**config.mk**
```make
export PLATFORM = sky130hd
export DESIGN_NAME = lorenz_rk4_integrator
export DESIGN_NICKNAME = d
export VERILOG_FILES = /design/src/hdl/lr4_pkg.sv /design/src/hdl/lr4_controller.sv /design/src/hdl/lr4_datapath.sv /design/src/hdl/lorenz_rk4_integrator.sv
export SDC_FILE = /design/constraint.sdc
export NUM_CORES = 2
export LEC_CHECK = 0
export BUFFER_PORTS_ARGS = -buffer_cell sky130_fd_sc_hd__buf_2
export CORE_ASPECT_RATIO = 2
export CORE_MARGIN = 4
export CORE_UTILIZATION = 30
export CTS_BUF_LIST = sky130_fd_sc_hd__clkbuf_8 sky130_fd_sc_hd__clkbuf_16
export CTS_CLUSTER_SIZE = 25
export DETAILED_ROUTE_END_ITERATION = 16
export PLACE_DENSITY = 0.48
export SYNTH_ARGS = -nofsm -noshare
export SYNTH_HDL_FRONTEND = slang
export SYNTH_SLANG_ARGS = --single-unit
```
**constraint.sdc**
```tcl
create_clock -name clk -period 49.9 [get_ports clk]
set_input_delay 9.98 -clock clk [delete_from_list [all_inputs] [get_ports clk]]
set_output_delay 9.98 -clock clk [all_outputs]
set_load 0.01 [all_outputs]
```
**src/hdl/lr4_pkg.sv**
```systemverilog
// Shared types, constants and the step program for the Lorenz RK4 integrator.
// The word format, register map and micro-op decode are defined here.
// It has no dependencies. The controller, datapath and top level import it.
package lr4_pkg;

	// Fixed-point word format.
	localparam int WORD_BITS = 48;
	localparam int FRAC_BITS = 32;
	localparam int HALF_BITS = (WORD_BITS + 1) / 2;
	localparam int MAG_BITS  = 2 * HALF_BITS;
	localparam int PROD_BITS = 2 * MAG_BITS;
	localparam int QR_BITS   = PROD_BITS - FRAC_BITS + 1;
	localparam int CNT_BITS  = 32;
	localparam int H_BITS    = 33;
	localparam int H2_BITS   = 32;
	localparam int H6_BITS   = 30;
	localparam int IDX_BITS  = 3;

	typedef logic signed [WORD_BITS-1:0] word_t;

	localparam word_t WORD_MAX = {1'b0, {(WORD_BITS-1){1'b1}}};
	localparam word_t WORD_MIN = {1'b1, {(WORD_BITS-1){1'b0}}};
	localparam word_t WORD_ONE = word_t'(1) <<< FRAC_BITS;

	// Register reset values.
	localparam word_t SIGMA_RST = word_t'(64'sd42949672960);
	localparam word_t RHO_RST   = word_t'(64'sd120259084288);
	localparam word_t BETA_RST  = word_t'(64'sd11453246123);
	localparam logic [H_BITS-1:0]  H_RST  = H_BITS'(42949673);
	localparam logic [H2_BITS-1:0] H2_RST = H2_BITS'(21474836);
	localparam logic [H6_BITS-1:0] H6_RST = H6_BITS'(7158279);

	// Configuration register indexes.
	typedef enum logic [IDX_BITS-1:0] {
		CFG_SIGMA,
		CFG_RHO,
		CFG_BETA,
		CFG_STEP,
		CFG_HALF,
		CFG_SIXTH
	} cfg_idx_t;

	typedef enum logic [1:0] {
		OP_ADD,
		OP_SUB,
		OP_MUL
	} op_t;

	typedef enum logic [2:0] {
		ST_IDLE,
		ST_READ,
		ST_EXEC,
		ST_MUL,
		ST_WB,
		ST_DONE
	} state_t;

	// Operand address space: bit 4 clear selects a flop register, set selects scratch.
	typedef logic [4:0] addr_t;
	localparam addr_t A_X   = 5'd0;
	localparam addr_t A_Y   = 5'd1;
	localparam addr_t A_Z   = 5'd2;
	localparam addr_t A_SG  = 5'd3;
	localparam addr_t A_RH  = 5'd4;
	localparam addr_t A_BT  = 5'd5;
	localparam addr_t A_H   = 5'd6;
	localparam addr_t A_H2  = 5'd7;
	localparam addr_t A_H6  = 5'd8;
	localparam addr_t A_CX  = 5'd16;
	localparam addr_t A_CY  = 5'd17;
	localparam addr_t A_CZ  = 5'd18;
	localparam addr_t A_K1X = 5'd19;
	localparam addr_t A_K2X = 5'd22;
	localparam addr_t A_K3X = 5'd25;
	localparam addr_t A_K4X = 5'd28;
	localparam addr_t A_T   = 5'd31;

	typedef struct packed {
		op_t   op;
		addr_t src_a;
		addr_t src_b;
		addr_t dst;
		logic  last;
	} instr_t;

	// Commands from the controller to the datapath.
	typedef struct packed {
		logic  restart;
		logic  clear;
		logic  rd;
		logic  exec;
		logic  wb;
		logic  step_done;
		logic  out_load;
		op_t   op;
		addr_t src_a;
		addr_t src_b;
		addr_t dst;
	} cmd_t;

	typedef struct packed {
		logic mul_done;
	} status_t;

	function automatic instr_t mk(op_t op, addr_t a, addr_t b, addr_t d);
		instr_t r;
		r.op    = op;
		r.src_a = a;
		r.src_b = b;
		r.dst   = d;
		r.last  = 1'b0;
		return r;
	endfunction

	// Step program. Blocks 0..3 evaluate k1..k4 and, except the last, form the
	// next evaluation point. Block 4 combines the slopes, one axis at a time.
	function automatic instr_t decode(logic [2:0] blk, logic [1:0] ax, logic [3:0] sub);
		addr_t  px, py, pz, kx, ky, kz, hs, k1, k2, k3, k4, s;
		instr_t r;
		px = (blk == 3'd0) ? A_X : A_CX;
		py = (blk == 3'd0) ? A_Y : A_CY;
		pz = (blk == 3'd0) ? A_Z : A_CZ;
		kx = addr_t'(int'(A_K1X) + 3 * int'(blk));
		ky = addr_t'(kx + 5'd1);
		kz = addr_t'(kx + 5'd2);
		hs = (blk == 3'd2) ? A_H : A_H2;
		k1 = addr_t'(A_K1X + addr_t'(ax));
		k2 = addr_t'(A_K2X + addr_t'(ax));
		k3 = addr_t'(A_K3X + addr_t'(ax));
		k4 = addr_t'(A_K4X + addr_t'(ax));
		s  = addr_t'(A_X + addr_t'(ax));
		r  = mk(OP_ADD, A_T, A_T, A_T);
		if (blk == 3'd4) begin
			case (sub)
				4'd0: r = mk(OP_ADD, k2, k2, k2);
				4'd1: r = mk(OP_ADD, k1, k2, k2);
				4'd2: r = mk(OP_ADD, k3, k3, k3);
				4'd3: r = mk(OP_ADD, k2, k3, k2);
				4'd4: r = mk(OP_ADD, k2, k4, k2);
				4'd5: r = mk(OP_MUL, A_H6, k2, k2);
				4'd6: begin
					r = mk(OP_ADD, s, k2, s);
					r.last = (ax == 2'd2);
				end
				default: r = mk(OP_ADD, A_T, A_T, A_T);
			endcase
		end else begin
			case (sub)
				4'd0:  r = mk(OP_SUB, py, px, A_T);
				4'd1:  r = mk(OP_MUL, A_SG, A_T, kx);
				4'd2:  r = mk(OP_SUB, A_RH, pz, A_T);
				4'd3:  r = mk(OP_MUL, px, A_T, A_T);
				4'd4:  r = mk(OP_SUB, A_T, py, ky);
				4'd5:  r = mk(OP_MUL, px, py, A_T);
				4'd6:  r = mk(OP_MUL, A_BT, pz, kz);
				4'd7:  r = mk(OP_SUB, A_T, kz, kz);
				4'd8:  r = mk(OP_MUL, hs, kx, A_T);
				4'd9:  r = mk(OP_ADD, A_X, A_T, A_CX);
				4'd10: r = mk(OP_MUL, hs, ky, A_T);
				4'd11: r = mk(OP_ADD, A_Y, A_T, A_CY);
				4'd12: r = mk(OP_MUL, hs, kz, A_T);
				4'd13: r = mk(OP_ADD, A_Z, A_T, A_CZ);
				default: r = mk(OP_ADD, A_T, A_T, A_T);
			endcase
		end
		return r;
	endfunction

endpackage

```
**src/hdl/lr4_controller.sv**
```systemverilog
// Sequencer for the Lorenz RK4 integrator: input and output handshakes and
// the walk through the step program. Depends on lr4_pkg.
module lr4_controller (
	input  logic             clk,
	input  logic             arst_n,
	input  logic             in_valid,
	input  logic             in_cmd,
	output logic             in_ready,
	output logic             out_valid,
	input  logic             out_ready,
	input  lr4_pkg::status_t status,
	output lr4_pkg::cmd_t    cmd
);
	import lr4_pkg::*;

	state_t     state_q, state_nxt;
	logic [2:0] blk_q;
	logic [1:0] ax_q;
	logic [3:0] sub_q;
	logic       out_valid_q;
	instr_t     instr;
	logic       accept;
	logic       load;

	assign instr  = decode(blk_q, ax_q, sub_q);
	assign accept = (state_q == ST_IDLE) && in_valid;
	assign load   = (state_q == ST_DONE) && (!out_valid_q || out_ready);

	// Next state.
	always_comb begin
		state_nxt = state_q;
		case (state_q)
			ST_IDLE: begin
				if (in_valid) begin
					state_nxt = in_cmd ? ST_DONE : ST_READ;
				end
			end
			ST_READ: state_nxt = ST_EXEC;
			ST_EXEC: state_nxt = (instr.op == OP_MUL) ? ST_MUL : ST_WB;
			ST_MUL: begin
				if (status.mul_done) begin
					state_nxt = ST_WB;
				end
			end
			ST_WB:   state_nxt = instr.last ? ST_DONE : ST_READ;
			ST_DONE: begin
				if (load) begin
					state_nxt = ST_IDLE;
				end
			end
			default: state_nxt = ST_IDLE;
		endcase
	end

	// Commands and handshake outputs.
	always_comb begin
		cmd.restart   = accept && in_cmd;
		cmd.clear     = accept && !in_cmd;
		cmd.rd        = (state_q == ST_READ);
		cmd.exec      = (state_q == ST_EXEC);
		cmd.wb        = (state_q == ST_WB);
		cmd.step_done = (state_q == ST_WB) && instr.last;
		cmd.out_load  = load;
		cmd.op        = instr.op;
		cmd.src_a     = instr.src_a;
		cmd.src_b     = instr.src_b;
		cmd.dst       = instr.dst;
		in_ready      = (state_q == ST_IDLE);
		out_valid     = out_valid_q;
	end

	// State, program position and output-valid flag.
	always_ff @(posedge clk or negedge arst_n) begin
		if (!arst_n) begin
			state_q     <= ST_IDLE;
			blk_q       <= '0;
			ax_q        <= '0;
			sub_q       <= '0;
			out_valid_q <= 1'b0;
		end else begin
			state_q <= state_nxt;
			if (cmd.clear) begin
				blk_q <= '0;
				ax_q  <= '0;
				sub_q <= '0;
			end else if (cmd.wb && !instr.last) begin
				if (blk_q == 3'd4) begin
					if (sub_q == 4'd6) begin
						sub_q <= '0;
						ax_q  <= ax_q + 2'd1;
					end else begin
						sub_q <= sub_q + 4'd1;
					end
				end else if (sub_q == ((blk_q == 3'd3) ? 4'd7 : 4'd13)) begin
					sub_q <= '0;
					blk_q <= blk_q + 3'd1;
				end else begin
					sub_q <= sub_q + 4'd1;
				end
			end
			if (load) begin
				out_valid_q <= 1'b1;
			end else if (out_ready) begin
				out_valid_q <= 1'b0;
			end
		end
	end

endmodule

```
**src/hdl/lr4_datapath.sv**
```systemverilog
// Datapath of the Lorenz RK4 integrator: state and coefficient registers,
// scratch memory, saturating adder and a multi-cycle rounding multiplier.
// Depends on lr4_pkg; driven by lr4_controller.
module lr4_datapath (
	input  logic                             clk,
	input  logic                             arst_n,
	input  logic                             cfg_we,
	input  logic [lr4_pkg::IDX_BITS-1:0]     cfg_index,
	input  logic [lr4_pkg::WORD_BITS-1:0]    cfg_wdata,
	input  lr4_pkg::word_t                   init_x,
	input  lr4_pkg::word_t                   init_y,
	input  lr4_pkg::word_t                   init_z,
	input  lr4_pkg::cmd_t                    cmd,
	output lr4_pkg::status_t                 status,
	output logic [lr4_pkg::CNT_BITS-1:0]     step_index,
	output lr4_pkg::word_t                   pos_x,
	output lr4_pkg::word_t                   pos_y,
	output lr4_pkg::word_t                   pos_z,
	output logic                             saturated
);
	import lr4_pkg::*;

	word_t               x_q, y_q, z_q, sigma_q, rho_q, beta_q;
	logic [H_BITS-1:0]   h_q;
	logic [H2_BITS-1:0]  h2_q;
	logic [H6_BITS-1:0]  h6_q;
	logic [CNT_BITS-1:0] cnt_q;
	logic                sat_q;

	word_t mem_q [16];
	word_t rda_mem_q, rdb_mem_q, rda_arch_q, rdb_arch_q;
	logic  rda_sel_q, rdb_sel_q;
	word_t arch_a, arch_b, opa, opb;

	word_t res_q;
	logic  res_sat_q;

	logic [MAG_BITS-1:0]  ma_q, mb_q;
	logic                 neg_q, mul_busy_q, rnd_q;
	logic [1:0]           mcnt_q;
	logic [PROD_BITS-1:0] acc_q;

	logic [CNT_BITS-1:0] step_index_q;
	word_t               pos_x_q, pos_y_q, pos_z_q;
	logic                saturated_q;

	function automatic word_t arch_read(addr_t a, word_t x, word_t y, word_t z,
			word_t sg, word_t rh, word_t bt, logic [H_BITS-1:0] h,
			logic [H2_BITS-1:0] h2, logic [H6_BITS-1:0] h6);
		word_t v;
		case (a)
			A_X:  v = x;
			A_Y:  v = y;
			A_Z:  v = z;
			A_SG: v = sg;
			A_RH: v = rh;
			A_BT: v = bt;
			A_H:  v = {{(WORD_BITS-H_BITS){1'b0}}, h};
			A_H2: v = {{(WORD_BITS-H2_BITS){1'b0}}, h2};
			A_H6: v = {{(WORD_BITS-H6_BITS){1'b0}}, h6};
			default: v = '0;
		endcase
		return v;
	endfunction

	// Operand selection from the flop registers and the registered operand reads.
	always_comb begin
		arch_a = arch_read(cmd.src_a, x_q, y_q, z_q, sigma_q, rho_q, beta_q, h_q, h2_q, h6_q);
		arch_b = arch_read(cmd.src_b, x_q, y_q, z_q, sigma_q, rho_q, beta_q, h_q, h2_q, h6_q);
		opa    = rda_sel_q ? rda_mem_q : rda_arch_q;
		opb    = rdb_sel_q ? rdb_mem_q : rdb_arch_q;
	end

	// Operand read and scratch write-back.
	always_ff @(posedge clk) begin
		if (cmd.rd) begin
			rda_mem_q  <= mem_q[cmd.src_a[3:0]];
			rdb_mem_q  <= mem_q[cmd.src_b[3:0]];
			rda_arch_q <= arch_a;
			rdb_arch_q <= arch_b;
			rda_sel_q  <= cmd.src_a[4];
			rdb_sel_q  <= cmd.src_b[4];
		end
		if (cmd.wb && cmd.dst[4]) begin
			mem_q[cmd.dst[3:0]] <= res_q;
		end
	end

	// Saturating add and subtract.
	logic [WORD_BITS:0] sum;
	logic               sum_ovf;
	always_comb begin
		if (cmd.op == OP_SUB) begin
			sum = {opa[WORD_BITS-1], opa} - {opb[WORD_BITS-1], opb};
		end else begin
			sum = {opa[WORD_BITS-1], opa} + {opb[WORD_BITS-1], opb};
		end
		sum_ovf = sum[WORD_BITS] != sum[WORD_BITS-1];
	end

	// Multiplier: one half-by-half partial product a cycle, then rounding.
	logic [HALF_BITS-1:0]   pa, pb;
	logic [2*HALF_BITS-1:0] part;
	logic [PROD_BITS-1:0]   part_ext;
	logic [QR_BITS-2:0]     q;
	logic [FRAC_BITS-1:0]   rem;
	logic                   round_up;
	logic [QR_BITS-1:0]     qr, lim;
	logic [MAG_BITS-1:0]    mag_a, mag_b;
	always_comb begin
		mag_a    = MAG_BITS'(opa[WORD_BITS-1] ? -opa : opa);
		mag_b    = MAG_BITS'(opb[WORD_BITS-1] ? -opb : opb);
		pa       = mcnt_q[1] ? ma_q[MAG_BITS-1:HALF_BITS] : ma_q[HALF_BITS-1:0];
		pb       = mcnt_q[0] ? mb_q[MAG_BITS-1:HALF_BITS] : mb_q[HALF_BITS-1:0];
		part     = pa * pb;
		part_ext = PROD_BITS'(part) << (HALF_BITS * (int'(mcnt_q[1]) + int'(mcnt_q[0])));
		q        = acc_q[PROD_BITS-1:FRAC_BITS];
		rem      = acc_q[FRAC_BITS-1:0];
		round_up = (rem > {1'b1, {(FRAC_BITS-1){1'b0}}})
			|| ((rem == {1'b1, {(FRAC_BITS-1){1'b0}}}) && q[0]);
		qr       = {1'b0, q} + QR_BITS'(round_up);
		lim      = {{(QR_BITS-WORD_BITS+1){1'b0}}, {(WORD_BITS-1){1'b1}}}
			+ QR_BITS'(neg_q);
		status.mul_done = mul_busy_q && rnd_q;
	end

	// Execute: add/sub, or accumulate and round a multiply.
	always_ff @(posedge clk or negedge arst_n) begin
		if (!arst_n) begin
			mul_busy_q <= 1'b0;
			rnd_q      <= 1'b0;
			mcnt_q     <= '0;
			res_q      <= '0;
			res_sat_q  <= 1'b0;
			neg_q      <= 1'b0;
			ma_q       <= '0;
			mb_q       <= '0;
			acc_q      <= '0;
		end else begin
			if (cmd.exec) begin
				case (cmd.op)
					OP_ADD, OP_SUB: begin
						res_sat_q <= sum_ovf;
						res_q     <= sum_ovf ? (sum[WORD_BITS] ? WORD_MIN : WORD_MAX)
							: sum[WORD_BITS-1:0];
					end
					OP_MUL: begin
						neg_q      <= opa[WORD_BITS-1] ^ opb[WORD_BITS-1];
						ma_q       <= mag_a;
						mb_q       <= mag_b;
						acc_q      <= '0;
						mcnt_q     <= '0;
						rnd_q      <= 1'b0;
						mul_busy_q <= 1'b1;
					end
					default: ;
				endcase
			end else if (mul_busy_q && !rnd_q) begin
				acc_q  <= acc_q + part_ext;
				mcnt_q <= mcnt_q + 2'd1;
				if (mcnt_q == 2'd3) begin
					rnd_q <= 1'b1;
				end
			end else if (mul_busy_q) begin
				mul_busy_q <= 1'b0;
				rnd_q      <= 1'b0;
				res_sat_q  <= qr > lim;
				if (qr > lim) begin
					res_q <= neg_q ? WORD_MIN : WORD_MAX;
				end else if (neg_q) begin
					res_q <= -word_t'(qr[WORD_BITS-1:0]);
				end else begin
					res_q <= qr[WORD_BITS-1:0];
				end
			end
		end
	end

	// Architectural state, coefficients, step counter and saturation flag.
	always_ff @(posedge clk or negedge arst_n) begin
		if (!arst_n) begin
			x_q     <= '0;
			y_q     <= WORD_ONE;
			z_q     <= WORD_ONE;
			sigma_q <= SIGMA_RST;
			rho_q   <= RHO_RST;
			beta_q  <= BETA_RST;
			h_q     <= H_RST;
			h2_q    <= H2_RST;
			h6_q    <= H6_RST;
			cnt_q   <= '0;
			sat_q   <= 1'b0;
		end else begin
			if (cfg_we) begin
				case (cfg_index)
					CFG_SIGMA: sigma_q <= cfg_wdata;
					CFG_RHO:   rho_q   <= cfg_wdata;
					CFG_BETA:  beta_q  <= cfg_wdata;
					CFG_STEP:  h_q     <= cfg_wdata[H_BITS-1:0];
					CFG_HALF:  h2_q    <= cfg_wdata[H2_BITS-1:0];
					CFG_SIXTH: h6_q    <= cfg_wdata[H6_BITS-1:0];
					default: ;
				endcase
			end
			if (cmd.restart) begin
				x_q   <= init_x;
				y_q   <= init_y;
				z_q   <= init_z;
				cnt_q <= '0;
				sat_q <= 1'b0;
			end else if (cmd.clear) begin
				sat_q <= 1'b0;
			end else if (cmd.wb) begin
				sat_q <= sat_q | res_sat_q;
				if (!cmd.dst[4]) begin
					case (cmd.dst)
						A_X: x_q <= res_q;
						A_Y: y_q <= res_q;
						A_Z: z_q <= res_q;
						default: ;
					endcase
				end
				if (cmd.step_done) begin
					cnt_q <= cnt_q + CNT_BITS'(1);
				end
			end
		end
	end

	// Result register.
	always_ff @(posedge clk) begin
		if (cmd.out_load) begin
			step_index_q <= cnt_q;
			pos_x_q      <= x_q;
			pos_y_q      <= y_q;
			pos_z_q      <= z_q;
			saturated_q  <= sat_q;
		end
	end

	assign step_index = step_index_q;
	assign pos_x      = pos_x_q;
	assign pos_y      = pos_y_q;
	assign pos_z      = pos_z_q;
	assign saturated  = saturated_q;

endmodule

```
**src/hdl/lorenz_rk4_integrator.sv**
```systemverilog
// Lorenz RK4 integrator. Restart beats load the state and report step 0.
// Step beats run 71 micro-ops in sequence, adds and multiplies, the
// multiplies on the single half-width multiplier.
// One beat is in flight; the result register lets the next beat be taken.
// Asynchronous reset: x = 0, y = z = 1.0, counter 0, default coefficients.
module lorenz_rk4_integrator (
	input  logic                          clk,
	input  logic                          arst_n,
	input  logic                          cfg_we,
	input  logic [lr4_pkg::IDX_BITS-1:0]  cfg_index,
	input  logic [lr4_pkg::WORD_BITS-1:0] cfg_wdata,
	input  logic                          s_axis_tvalid,
	output logic                          s_axis_tready,
	input  logic [143:0]                  s_axis_tdata,  // init_x, init_y, init_z
	input  logic [0:0]                    s_axis_tuser,  // cmd
	output logic                          m_axis_tvalid,
	input  logic                          m_axis_tready,
	output logic [175:0]                  m_axis_tdata,  // step_index, pos_x, pos_y, pos_z
	output logic [0:0]                    m_axis_tuser   // saturated
);
	import lr4_pkg::*;

	cmd_t    cmd;
	status_t status;
	word_t   pos_x, pos_y, pos_z;
	logic [CNT_BITS-1:0] step_index;
	logic    saturated;

	lr4_controller u_ctrl (
		.clk       (clk),
		.arst_n    (arst_n),
		.in_valid  (s_axis_tvalid),
		.in_cmd    (s_axis_tuser[0]),
		.in_ready  (s_axis_tready),
		.out_valid (m_axis_tvalid),
		.out_ready (m_axis_tready),
		.status    (status),
		.cmd       (cmd)
	);

	lr4_datapath u_dp (
		.clk        (clk),
		.arst_n     (arst_n),
		.cfg_we     (cfg_we),
		.cfg_index  (cfg_index),
		.cfg_wdata  (cfg_wdata),
		.init_x     (s_axis_tdata[47:0]),
		.init_y     (s_axis_tdata[95:48]),
		.init_z     (s_axis_tdata[143:96]),
		.cmd        (cmd),
		.status     (status),
		.step_index (step_index),
		.pos_x      (pos_x),
		.pos_y      (pos_y),
		.pos_z      (pos_z),
		.saturated  (saturated)
	);

	assign m_axis_tdata = {pos_z, pos_y, pos_x, step_index};
	assign m_axis_tuser = saturated;

endmodule

```
==> flow_summary_export.csv <==
group,metric,value,unit
critical_path,critPathArrivalTime,15280,ps
floorplanning,fp.dieH,903,um
placement,port-buffer-count,379,
final_layout,drive_gt1_share,11.9,%
logic_synthesis,synth_flop_cell,"edfxtp_1",
route,vias,101000,
floorplanning,initial_core_util,30.1,%
cts,cts_setup_buffers,0,
min_path,hp-class,"flip-flop to flip-flop",
critical_path,cp_common_cell,"fa_1",
placement,place_hpwl,395000,um
route,antenna_left,0,
critical_path,path_max_fanout,46,
critical_path,critPathSlowestCell,"o311ai_0",
placement,gp_congestion,1.01,
status,status,"finished clean",
grt,grtUsageTotal,25.8,%
final_layout,fill_cells,41300,
route,avgRoutedWirePerCell,30.1,um
logic_synthesis,syn_area_per_cell,9.62,um2
timing,max_slew_margin,6.07,%
critical_path,critPathLaunchType,"flip-flop",
route,dr.pass1.iters,9,
grt,grt_max_degree,148,
timing,rsz0062_at_grt,"false",
grt,overflow,0,
logic_synthesis,netlist_top_cells_area,"edfxtp_1 (28%), dfrtp_1 (13%), fa_1 (8.1%)",
cts,htreeDepth,4,
timing,setup_tns,0,ps
timing,period_share,29.0,%
timing,hold_slack,481,ps
logic_synthesis,syn_area,0.120,mm2
cts,cts_hold_buf,0,
route,first_iter_violations,7526,
cts,cts_tree,"yes",
logic_synthesis,synth_edf_count,1139,
floorplanning,core,0.399,mm2
floorplanning,die_x,455,um
critical_path,crit_type,"flip-flop to flip-flop",
logic_synthesis,synthDistinctLibCells,106,
logic_synthesis,syn-num-nets,13600,
timing,setup_viol,0,
placement,place_ws,35510,ps
logic_synthesis,ys_ff_latch,1814,
timing,finalHoldViolations,0,
grt,grt_pass1_vias,105000,
cts,cts_resized,0,
final_layout,nets,13600,
route,vias_per_cell,5.62,
final_layout,fin_util,33.8,%
route,routed_wl,542000,um
cts,clock_latency,910,ps
cts,clkTransAtPathRegs,70,ps
cts,cts_root_buf,"clkbuf_16",
cts,tritoncts.num_buffers,175,
cts,cts_sinks,1814,
final_layout,syn_to_final_growth,12.2,%
timing,setup_ws,35440,ps
grt,grt_pass1_wl,766000,um
timing,worstMarginPinSlew,1400,ps
run,cap_violations,0,
critical_path,slowest_delay,950,ps
timing,skew,92.8,ps
floorplanning,io_pins,380,
logic_synthesis,synth_top_area_share,28.5,%
logic_synthesis,synth_async_sr_flop_share,37.2,%
logic_synthesis,synth-warning-count,0,
logic_synthesis,synth_area_leader_cell,"edfxtp_1",
floorplanning,rows,328,
cts,clock_path_buffers,4,
critical_path,endpoint_kind,"flip-flop",
timing,min_period,14460,ps
route,drc,0,
final_layout,most-common-layout-cells,"nand2_1 (2442), edfxtp_1 (1139), inv_1 (706)",
timing,drv_slew,0,
critical_path,cp.required,50720,ps
final_layout,layout_commonest_cell,"nand2_1",
logic_synthesis,synthCells,12500,
grt,antenna_found_initial,51,
floorplanning,die_area,0.411,mm2
logic_synthesis,yosysSeqAreaShare,42.6,%
timing,fmax,0.0692,GHz
[area by class of cell]
| cell class | count | area [um2] | area share, % |
|---|---|---|---|
| diodes | 42 | 105 | 0.0781 |
| clock buffers | 211 | 4910 | 3.65 |
| clock inverters | 101 | 1130 | 0.841 |
| inverters | 685 | 2570 | 1.91 |
| multi-input cells | 9174 | 63700 | 47.3 |
| flip-flops and latches | 1814 | 51200 | 38.0 |
| well taps | 5280 | 6610 | 4.91 |
| repair buffers | 697 | 4410 | 3.28 |
[routing by layer]
metal	up-vias	wire length, um	GRT usage [%]
met5	-	300	0.155
met4	30	57800	22.6
met3	1716	26300	3.67
met2	3913	285000	47.8
met1	51000	173000	24.4
li1	44400	-	-
[cells by family (layout without fill, tap and decap cells)]
family                     count (synthesis)  count (layout)  synth area share, %
and+or+nand+nor                         4441            4441                 16.3
AOI/OAI and AO/OA                       2783            2783                 15.3
DFF                                     1814            1814                 42.6
buffers and inverters                   1497            1694                 4.73
adders and majority gates                876             876                 12.2
muxes                                    643             643                 5.72
xor gates and xnor gates                 431             431                 3.14
other                                      0              42                    0
[final timing paths]
kind,startpoint,end,slack (ps),cells past startpoint
max in group asynchronous,arst_n,u_dp.z_q[37],36650,6
min in group asynchronous,arst_n,u_dp.x_q[11],9030,1
hold / removal,u_dp.cnt_q[31],u_dp.step_index[31],480,0
setup / recovery,u_dp.mcnt_q[1],u_dp.acc_q[84],35440,38
setup reg to reg,u_dp.mcnt_q[1],u_dp.acc_q[84],35440,38
hold reg to reg,u_dp.cnt_q[31],u_dp.step_index[31],480,0
[per-stage QoR]
step	instances	cell area (um2)
floorplan	12500	120000
global placement	17600	128000
detailed placement	17600	128000
CTS	18000	135000
global route	18000	135000
finish	18000	135000
[synth_stat cells (all sizes together), types with 150 or more instances]
cell type / number
a211oi: 361
a21oi: 624
a311oi: 266
a31oi: 150
and2: 365
clkbuf: 726
dfrtp: 613
edfxtp: 1139
fa: 485
ha: 391
inv: 682
mux2: 322
mux2i: 319
nand2: 2448
nand3: 298
nor2: 698
nor3: 212
o21ai: 608
xnor2: 275
xor2: 156
[registers in the layout, summed over array words and instances, names as in the netlist, 33 cells and up]
signal and flops:
u_dp.acc_q 96, u_dp.pos_y 48, u_dp.rho_q 48, u_dp.beta_q 48
u_dp.mb_q 48, u_dp.mem_q 768, u_dp.pos_z 48, u_dp.z_q 48
u_dp.ma_q 48, u_dp.sigma_q 48, u_dp.pos_x 48, u_dp.rda_arch_q 48
u_dp.y_q 48, u_dp.x_q 48, u_dp.h_q 33, u_dp.rdb_arch_q 48
u_dp.rdb_mem_q 48, u_dp.rda_mem_q 48, u_dp.res_q 48
[worst max-delay path: cells and delay by family, from the launching register on]
family / cells / cell delay [ps]
AOI/OAI and AO/OA: 13 / 5660
xor gates and xnor gates: 2 / 360
adders and majority gates: 9 / 4780
buffers and inverters: 7 / 1380
DFF: 1 / 450
muxes: 1 / 410
and+or+nand+nor: 6 / 1290
Power is not shown: default switching activity piles up to over one toggle a cycle in this logic, so the estimate is an artifact.
